### config.mk
export PLATFORM = sky130hd
export DESIGN_NAME = rgb_to_hsv_unit
export DESIGN_NICKNAME = d
export VERILOG_FILES = /design/src/sv/rth_pkg.sv /design/src/sv/rgb_to_hsv_unit.sv /design/src/sv/rth_front.sv /design/src/sv/rth_div.sv /design/src/sv/rth_back.sv
export SDC_FILE = /design/constraint.sdc
export NUM_CORES = 2
export LEC_CHECK = 0
export BUFFER_PORTS_ARGS = -buffer_cell sky130_fd_sc_hd__buf_2
export CAP_MARGIN = 20
export CORE_UTILIZATION = 30
export DETAILED_ROUTE_END_ITERATION = 6
export SETUP_SLACK_MARGIN = 0.2
export SLEW_MARGIN = 20
export SYNTH_ARGS = -nofsm -noshare
export SYNTH_HDL_FRONTEND = slang
export SYNTH_SLANG_ARGS = --single-unit
### constraint.sdc
create_clock -name clk -period 11.1 [get_ports clk]
set_input_delay 1.665 -clock clk [delete_from_list [all_inputs] [get_ports clk]]
set_output_delay 1.665 -clock clk [all_outputs]
set_load 0.05 [all_outputs]
### src/sv/rth_pkg.sv
// Shared widths, constants and pipeline types for the RGB to HSV converter.
package rth_pkg;

	// Field widths
	localparam int CH_W   = 8;
	localparam int HUE_W  = 12;
	localparam int SAT_W  = 10;
	localparam int VAL_W  = 7;

	// Divider geometry: quotient bits and the numerator that feeds them
	localparam int QUOT_W = 12;
	localparam int NUM_W  = CH_W + QUOT_W;

	// Width of max times the value scale (255 * 100 fits in 15 bits)
	localparam int VX_W   = CH_W + VAL_W;

	// Fixed-point scale factors
	localparam int SEXTANT_TENTHS = 600;
	localparam int FULL_TENTHS    = 3600;
	localparam int SAT_TENTHS     = 1000;
	localparam int VALUE_SCALE    = 100;

	// Channel that holds the maximum
	typedef enum logic [1:0] {
		SEXT_RED   = 2'd0,
		SEXT_GREEN = 2'd1,
		SEXT_BLUE  = 2'd2
	} rth_sext_t;

	// One division lane: partial remainder, numerator bits still to shift in,
	// quotient bits so far and the divisor
	typedef struct packed {
		logic [CH_W-1:0]   pr;
		logic [QUOT_W-1:0] low;
		logic [QUOT_W-1:0] q;
		logic [CH_W-1:0]   den;
	} rth_lane_t;

	// Everything an item carries through the divider stages
	typedef struct packed {
		rth_lane_t        hue;
		rth_lane_t        sat;
		logic             chroma;
		logic [VAL_W-1:0] val;
	} rth_dstage_t;

endpackage

### src/sv/rgb_to_hsv_unit.sv
// Stages from pixel accept to hsv_valid: 2 front stages, 12 divider stages, 1 output register.
// Throughput: one pixel per clock while hsv_stall stays low; the 12-stage restoring divider sets the depth.
// A stalled output backs up only as far as the first empty stage, so bubbles are squeezed out.
// Reset: arst_n clears every stage valid bit at once; payload registers are not reset.
// No warm-up or clearing pass: a pixel is accepted in the first cycle after reset.
module rgb_to_hsv_unit import rth_pkg::*; (
	input  logic             clk,
	input  logic             arst_n,
	input  logic             pixel_valid,
	output logic             pixel_stall,
	input  logic [CH_W-1:0]  red_in,
	input  logic [CH_W-1:0]  green_in,
	input  logic [CH_W-1:0]  blue_in,
	output logic             hsv_valid,
	input  logic             hsv_stall,
	output logic [HUE_W-1:0] hue,
	output logic [SAT_W-1:0] saturation,
	output logic [VAL_W-1:0] value_level
);

	logic        front_ready;
	logic        front_valid;
	rth_dstage_t front_data;
	logic        div_ready;
	logic        div_valid;
	rth_dstage_t div_data;
	logic        back_ready;

	assign pixel_stall = !front_ready;

	// Max/min, sextant and numerators
	rth_front u_front (
		.clk       (clk),
		.arst_n    (arst_n),
		.in_valid  (pixel_valid),
		.in_ready  (front_ready),
		.red_in    (red_in),
		.green_in  (green_in),
		.blue_in   (blue_in),
		.out_valid (front_valid),
		.out_ready (div_ready),
		.out_data  (front_data)
	);

	// Hue and saturation division
	rth_div u_div (
		.clk       (clk),
		.arst_n    (arst_n),
		.in_valid  (front_valid),
		.in_ready  (div_ready),
		.in_data   (front_data),
		.out_valid (div_valid),
		.out_ready (back_ready),
		.out_data  (div_data)
	);

	// Rounding and output register
	rth_back u_back (
		.clk         (clk),
		.arst_n      (arst_n),
		.in_valid    (div_valid),
		.in_ready    (back_ready),
		.in_data     (div_data),
		.out_valid   (hsv_valid),
		.out_stall   (hsv_stall),
		.hue         (hue),
		.saturation  (saturation),
		.value_level (value_level)
	);

endmodule

### src/sv/rth_front.sv
// Front stages: max/min and sextant selection, then the hue and saturation numerators.
module rth_front import rth_pkg::*; (
	input  logic              clk,
	input  logic              arst_n,
	input  logic              in_valid,
	output logic              in_ready,
	input  logic [CH_W-1:0]   red_in,
	input  logic [CH_W-1:0]   green_in,
	input  logic [CH_W-1:0]   blue_in,
	output logic              out_valid,
	input  logic              out_ready,
	output rth_dstage_t       out_data
);

	// Stage 1 registers
	logic                   v_s1;
	logic [CH_W-1:0]        mx_s1;
	logic [CH_W-1:0]        spread_s1;
	rth_sext_t              sext_s1;
	logic signed [CH_W:0]   diff_s1;

	// Stage 2 registers
	logic                   v_s2;
	rth_dstage_t            data_s2;

	logic adv_s1;
	logic adv_s2;

	// Stage 1 combinational results
	logic [CH_W-1:0]        mx_c;
	logic [CH_W-1:0]        mn_c;
	rth_sext_t              sext_c;
	logic signed [CH_W:0]   diff_c;

	// Stage 2 combinational results
	logic signed [NUM_W:0]  d600_c;
	logic [NUM_W-1:0]       base_c;
	logic signed [NUM_W:0]  total_c;
	logic [NUM_W-1:0]       sat_num_c;
	logic [VX_W-1:0]        vx_c;
	logic [VX_W-1:0]        vq_c;
	rth_dstage_t            data_c;

	// Advance a stage when it is empty or the next one takes its item
	assign adv_s2   = !v_s2 || out_ready;
	assign adv_s1   = !v_s1 || adv_s2;
	assign in_ready = adv_s1;

	// Pick the max channel (red over green over blue on ties) and the min
	always_comb begin
		if (red_in >= green_in && red_in >= blue_in) begin
			mx_c   = red_in;
			sext_c = SEXT_RED;
			diff_c = $signed({1'b0, green_in}) - $signed({1'b0, blue_in});
		end else if (green_in >= blue_in) begin
			mx_c   = green_in;
			sext_c = SEXT_GREEN;
			diff_c = $signed({1'b0, blue_in}) - $signed({1'b0, red_in});
		end else begin
			mx_c   = blue_in;
			sext_c = SEXT_BLUE;
			diff_c = $signed({1'b0, red_in}) - $signed({1'b0, green_in});
		end
		mn_c = red_in;
		if (green_in < mn_c) mn_c = green_in;
		if (blue_in < mn_c) mn_c = blue_in;
	end

	// Stage 1 valid
	always_ff @(posedge clk or negedge arst_n) begin
		if (!arst_n) begin
			v_s1 <= 1'b0;
		end else if (adv_s1) begin
			v_s1 <= in_valid;
		end
	end

	// Stage 1 payload
	always_ff @(posedge clk) begin
		if (adv_s1 && in_valid) begin
			mx_s1     <= mx_c;
			spread_s1 <= mx_c - mn_c;
			sext_s1   <= sext_c;
			diff_s1   <= diff_c;
		end
	end

	// Hue numerator: sextant base times spread plus 600 times the difference
	always_comb begin
		d600_c = (NUM_W+1)'(diff_s1) * (NUM_W+1)'(SEXTANT_TENTHS);
		case (sext_s1)
			SEXT_RED: begin
				base_c = (diff_s1 < 0) ? NUM_W'(spread_s1) * NUM_W'(FULL_TENTHS) : '0;
			end
			SEXT_GREEN: begin
				base_c = NUM_W'(spread_s1) * NUM_W'(2 * SEXTANT_TENTHS);
			end
			SEXT_BLUE: begin
				base_c = NUM_W'(spread_s1) * NUM_W'(4 * SEXTANT_TENTHS);
			end
			default: begin
				base_c = '0;
			end
		endcase
		total_c   = $signed({1'b0, base_c}) + d600_c;
		sat_num_c = NUM_W'(spread_s1) * NUM_W'(SAT_TENTHS);

		// floor(x / 255) as (x + 1 + (x >> 8)) >> 8, exact for x up to 255 * 100
		vx_c = VX_W'(mx_s1) * VX_W'(VALUE_SCALE);
		vq_c = vx_c + VX_W'(1) + (vx_c >> 8);

		// Seed both division lanes; the top bits start the partial remainder
		data_c.hue.pr  = total_c[NUM_W-1 -: CH_W];
		data_c.hue.low = total_c[QUOT_W-1:0];
		data_c.hue.q   = '0;
		data_c.hue.den = spread_s1;
		data_c.sat.pr  = sat_num_c[NUM_W-1 -: CH_W];
		data_c.sat.low = sat_num_c[QUOT_W-1:0];
		data_c.sat.q   = '0;
		data_c.sat.den = mx_s1;
		data_c.chroma  = (spread_s1 != '0);
		data_c.val     = VAL_W'(vq_c >> 8);
	end

	// Stage 2 valid
	always_ff @(posedge clk or negedge arst_n) begin
		if (!arst_n) begin
			v_s2 <= 1'b0;
		end else if (adv_s2) begin
			v_s2 <= v_s1;
		end
	end

	// Stage 2 payload
	always_ff @(posedge clk) begin
		if (adv_s2 && v_s1) begin
			data_s2 <= data_c;
		end
	end

	assign out_valid = v_s2;
	assign out_data  = data_s2;

endmodule

### src/sv/rth_div.sv
// Pipelined restoring divider: one quotient bit per stage on the hue and saturation lanes.
module rth_div import rth_pkg::*; (
	input  logic        clk,
	input  logic        arst_n,
	input  logic        in_valid,
	output logic        in_ready,
	input  rth_dstage_t in_data,
	output logic        out_valid,
	input  logic        out_ready,
	output rth_dstage_t out_data
);

	logic        v_s  [QUOT_W];
	rth_dstage_t st_s [QUOT_W];
	logic [QUOT_W-1:0] rdy;

	// One restoring step: shift in the next numerator bit, subtract if it fits
	function automatic rth_lane_t lane_step(rth_lane_t a);
		rth_lane_t     r;
		logic [CH_W:0] t;
		logic [CH_W:0] d;
		logic          ge;
		t      = {a.pr, a.low[QUOT_W-1]};
		d      = t - {1'b0, a.den};
		ge     = (t >= {1'b0, a.den});
		r.pr   = ge ? d[CH_W-1:0] : t[CH_W-1:0];
		r.low  = {a.low[QUOT_W-2:0], 1'b0};
		r.q    = {a.q[QUOT_W-2:0], ge};
		r.den  = a.den;
		return r;
	endfunction

	function automatic rth_dstage_t stage_step(rth_dstage_t a);
		rth_dstage_t r;
		r     = a;
		r.hue = lane_step(a.hue);
		r.sat = lane_step(a.sat);
		return r;
	endfunction

	// A stage may load when a bubble sits at or after it, or the output drains
	always_comb begin
		for (int k = 0; k < QUOT_W; k++) begin
			rdy[k] = out_ready;
			for (int j = k; j < QUOT_W; j++) begin
				rdy[k] = rdy[k] | !v_s[j];
			end
		end
	end

	// Valid bits travel with the data
	always_ff @(posedge clk or negedge arst_n) begin
		if (!arst_n) begin
			for (int k = 0; k < QUOT_W; k++) begin
				v_s[k] <= 1'b0;
			end
		end else begin
			if (rdy[0]) v_s[0] <= in_valid;
			for (int k = 1; k < QUOT_W; k++) begin
				if (rdy[k]) v_s[k] <= v_s[k-1];
			end
		end
	end

	// Advance the payload one quotient bit per stage
	always_ff @(posedge clk) begin
		if (rdy[0] && in_valid) st_s[0] <= stage_step(in_data);
		for (int k = 1; k < QUOT_W; k++) begin
			if (rdy[k] && v_s[k-1]) st_s[k] <= stage_step(st_s[k-1]);
		end
	end

	assign in_ready  = rdy[0];
	assign out_valid = v_s[QUOT_W-1];
	assign out_data  = st_s[QUOT_W-1];

endmodule

### src/sv/rth_back.sv
// Output stage: round the quotients, force zeros for gray pixels, hold the result item.
module rth_back import rth_pkg::*; (
	input  logic             clk,
	input  logic             arst_n,
	input  logic             in_valid,
	output logic             in_ready,
	input  rth_dstage_t      in_data,
	output logic             out_valid,
	input  logic             out_stall,
	output logic [HUE_W-1:0] hue,
	output logic [SAT_W-1:0] saturation,
	output logic [VAL_W-1:0] value_level
);

	logic             valid_q;
	logic [HUE_W-1:0] hue_q;
	logic [SAT_W-1:0] sat_q;
	logic [VAL_W-1:0] val_q;

	logic             adv;
	logic             hue_up;
	logic             sat_up;
	logic [HUE_W-1:0] hue_c;
	logic [SAT_W-1:0] sat_c;

	assign adv      = !valid_q || !out_stall;
	assign in_ready = adv;

	// Round to nearest, ties up: bump when twice the remainder reaches the divisor
	always_comb begin
		hue_up = ({in_data.hue.pr, 1'b0} >= {1'b0, in_data.hue.den});
		sat_up = ({in_data.sat.pr, 1'b0} >= {1'b0, in_data.sat.den});
		hue_c  = HUE_W'(in_data.hue.q + QUOT_W'(hue_up));
		sat_c  = SAT_W'(in_data.sat.q + QUOT_W'(sat_up));
		if (!in_data.chroma) begin
			hue_c = '0;
			sat_c = '0;
		end
	end

	// Output valid
	always_ff @(posedge clk or negedge arst_n) begin
		if (!arst_n) begin
			valid_q <= 1'b0;
		end else if (adv) begin
			valid_q <= in_valid;
		end
	end

	// Output payload, held while stalled
	always_ff @(posedge clk) begin
		if (adv && in_valid) begin
			hue_q <= hue_c;
			sat_q <= sat_c;
			val_q <= in_data.val;
		end
	end

	assign out_valid   = valid_q;
	assign hue         = hue_q;
	assign saturation  = sat_q;
	assign value_level = val_q;

endmodule

==> flow_summary.toml <==
[layout]
nets = 4050
diodes = 0
drive_gt1_share_pct = 10.2
area_growth_pct = 12.7

[worst_setup_path]
path_max_fanout = 15
endpoint_kind = "flop"
crit_path_start_kind = "input pin"
cp_slowest_cell = "ha_1"
critPathLaunch = "green_in[4]"
timing.rr.start = "u_front.spread_s1[6]"
required_ns = 11.45
arrival_ns = 6.44
critPathMaxStageDelay_ns = 0.46
path_class = "in -> reg"

[clock_network]
max-clock-path-buffers = 3
postCtsSetupBuffers = 0
hold_buffers = 0
cts_made_buffers = 80
numClockSinks = 795
clock-root-buffer = "clkbuf_16"
cts_tree = "built"
clkSlewWorstSetupHoldPaths_ns = 0.06
cts_resized = 0
insertion_delay_ns = 0.63
h-tree-depth = 3

[yosys]
synth_ff_type = "edfxtp_1"
ys_seq_elements = 795
ys_seq_area_share_pct = 55.3
async_flop_share_pct = 1.89
syn-instance-count = 3369
avgSynthCellArea_um2 = 12.8
synth_area_mm2 = 0.0430
yosysWarnings = 0
synth.distinct_cells = 67
synth_edf_count = 780
syn_nets = 3911

[route]
ant_nets = 0
dr.pass1.iters = 6
dr.first_iter.drc_count = 906
drc = 0
vias = 24100
drt-wirelength-per-cell_um = 12.7
routed_wl_um = 69500
viasPerCell = 4.42

[sta]
slew_headroom_pct = 31.4
skew_ns = 0.0224
setup_viol = 0
min_period_over_period_pct = 54.8
fmax_mhz = 164
rsz0062_at_grt = "false"
worst_slew_pin_slew_ns = 1.03
hold_viol = 0
setup_tns_ns = 0
min_period_ns = 6.08
slew_viol_final = 0

[job]
max-cap-violations = 0

[die]
coreArea_mm2 = 0.142
rows = 138
initial_core_util_pct = 30.3
dieArea_mm2 = 0.145
chipHeight_um = 381
fp.dieW_um = 381
io_pins = 59

[status]
outcome = "complete, no violations"

[global_routing]
grt_pass1_vias = 24900
grt_pass1_wl_um = 117000
overflow = 0
grt_max_degree = 63
grt_usage_pct = 9.61
antenna_found_initial = 0

[placement]
place.gp.congestion = 0.833
io_buffers = 58
place_hpwl_um = 53300

[worst_hold_path]
min_path_type = "reg -> reg"
hp-start = "u_div.st_s[0][172]"
[state kept, by name, indices dropped and copies added, names as in the netlist]
register and cells:
u_back.hue 12, u_back.out_valid 1, u_front.v_s1 1, u_div.v_s 11, u_front.diff_s1 9, u_front.out_data 54
u_back.saturation 10, u_front.sext_s1 2, u_div.st_s 670, u_div.out_valid 1, u_front.out_valid 1, u_back.value_level 7
u_front.mx_s1 8, u_front.spread_s1 8
[cell type report]
class                      count  area [µm²]
clock inverter                46         613
sequential                   795       23800
multi-input combinational   2106       17500
fill                       13900       93400
tap                         1890        2360
timing repair buffer          74         410
inverter                     451        1690
clock buffer                  96        2100
[per-stage QoR]
step / util, % / std cells / area [µm²] / setup slack, ns / hold slack (ns)
6_report: 34.2 / 5458 / 48500 / 5.02 / 0.406
5_1_grt: 34.2 / 5458 / 48500 / 4.38 / 0.419
4_1_cts: 34.2 / 5458 / 48500 / 5.04 / 0.408
3_5_place_dp: 32.3 / 5316 / 45800 / 4.42 / 0.405
3_3_place_gp: 32.3 / 5316 / 45800 / 4.38 / 0.402
2_1_floorplan: - / 3369 / 43000 / 5.18 / 0.400
[worst max-delay path, delay by kind of cell]
| kind | cells | cell delay, ns |
|---|---|---|
| xor+xnor | 1 | 0.17 |
| compound gates | 9 | 1.73 |
| simple gates | 10 | 1.29 |
| buf+inv | 2 | 0.18 |
| fa+ha+maj | 3 | 1.04 |
| mux | 1 | 0.33 |
[kinds of logic (layout without fill, tap and decap cells)]
| logic type | count (synthesis) | in the layout | share of synthesized area, % |
|---|---|---|---|
| AO/OA/AOI/OAI | 550 | 550 | 8.36 |
| XOR/XNOR | 175 | 175 | 3.59 |
| adder cells (fa/ha/maj) | 514 | 514 | 16.3 |
| buffers and inverters | 468 | 667 | 4.10 |
| flip-flops | 795 | 795 | 55.3 |
| multiplexers | 175 | 175 | 4.42 |
| AND/OR/NAND/NOR | 692 | 692 | 7.93 |
[Yosys cell counts, types with 3 or more instances]
master | count | area [µm²]
edfxtp_1 | 780 | 23400
inv_1 | 450 | 1690
ha_1 | 437 | 5470
nor2_1 | 235 | 882
o21ai_0 | 182 | 911
a21oi_1 | 122 | 611
nand2_1 | 121 | 454
mux2_2 | 120 | 1350
xnor2_1 | 119 | 1040
fa_1 | 77 | 1540
nor2b_1 | 73 | 457
nand2b_1 | 57 | 357
mux2i_1 | 55 | 551
xor2_1 | 55 | 482
a21boi_0 | 53 | 398
a21o_1 | 52 | 390
nand4_1 | 52 | 325
and2_1 | 41 | 257
nand3_1 | 35 | 175
o21a_1 | 24 | 180
nor3_1 | 23 | 115
a211oi_1 | 15 | 113
and3_1 | 15 | 93.8
dfrtp_1 | 15 | 375
nor4b_1 | 14 | 123
a2bb2oi_2 | 13 | 195
clkbuf_1 | 13 | 48.8
a31oi_1 | 12 | 75.1
a311oi_1 | 11 | 96.3
a22oi_2 | 10 | 125
or2_2 | 9 | 56.3
or3_1 | 9 | 56.3
o21bai_1 | 8 | 60.1
a22oi_1 | 7 | 52.6
o211ai_1 | 5 | 37.5
buf_2 | 3 | 15.0
nor4_1 | 3 | 18.8
o31ai_1 | 3 | 22.5
[per-layer routing]
layer | track usage, % | vias up | part of all wire, %
met1 | 11.1 | 11400 | 44
met2 | 17.9 | 254 | 51
li1 | - | 12400 | -
met4 | 3.00 | 0 | 2.6
met5 | 0 | - | 0
met3 | 1.60 | 111 | 2.8
[worst paths after layout]
check                                  endpoint  slack (ns)  cells past startpoint
max in group asynchronous          u_front.v_s1        9.88                      1
min in group asynchronous          u_div.v_s[8]        0.94                      1
max reg2reg                u_front.out_data[87]        5.36                     19
min reg2reg                  u_div.st_s[0][258]        0.41                      0
max                        u_front.spread_s1[7]        5.02                     26
min                          u_div.st_s[0][258]        0.41                      0
[layout by cell type, fill, tap and decap left out, types with 16 or more instances in the layout]
master	Yosys	layout
edfxtp_1	780	780
inv_1	450	450
ha_1	437	437
nor2_1	235	234
o21ai_0	182	182
a21oi_1	122	122
nand2_1	121	121
mux2_2	120	120
xnor2_1	119	119
clkbuf_16	0	82
fa_1	77	77
nor2b_1	73	69
buf_2	3	58
nand2b_1	57	57
mux2i_1	55	55
xor2_1	55	55
a21o_1	52	52
nand4_1	52	52
a21boi_0	53	51
nand3_1	35	35
and2_1	41	33
o21a_1	24	24
nor3_1	23	23
clkinv_1	1	17
buf_4	1	16
Power is not shown: default switching activity piles up to over one toggle a cycle in this logic, so the estimate is an artifact.
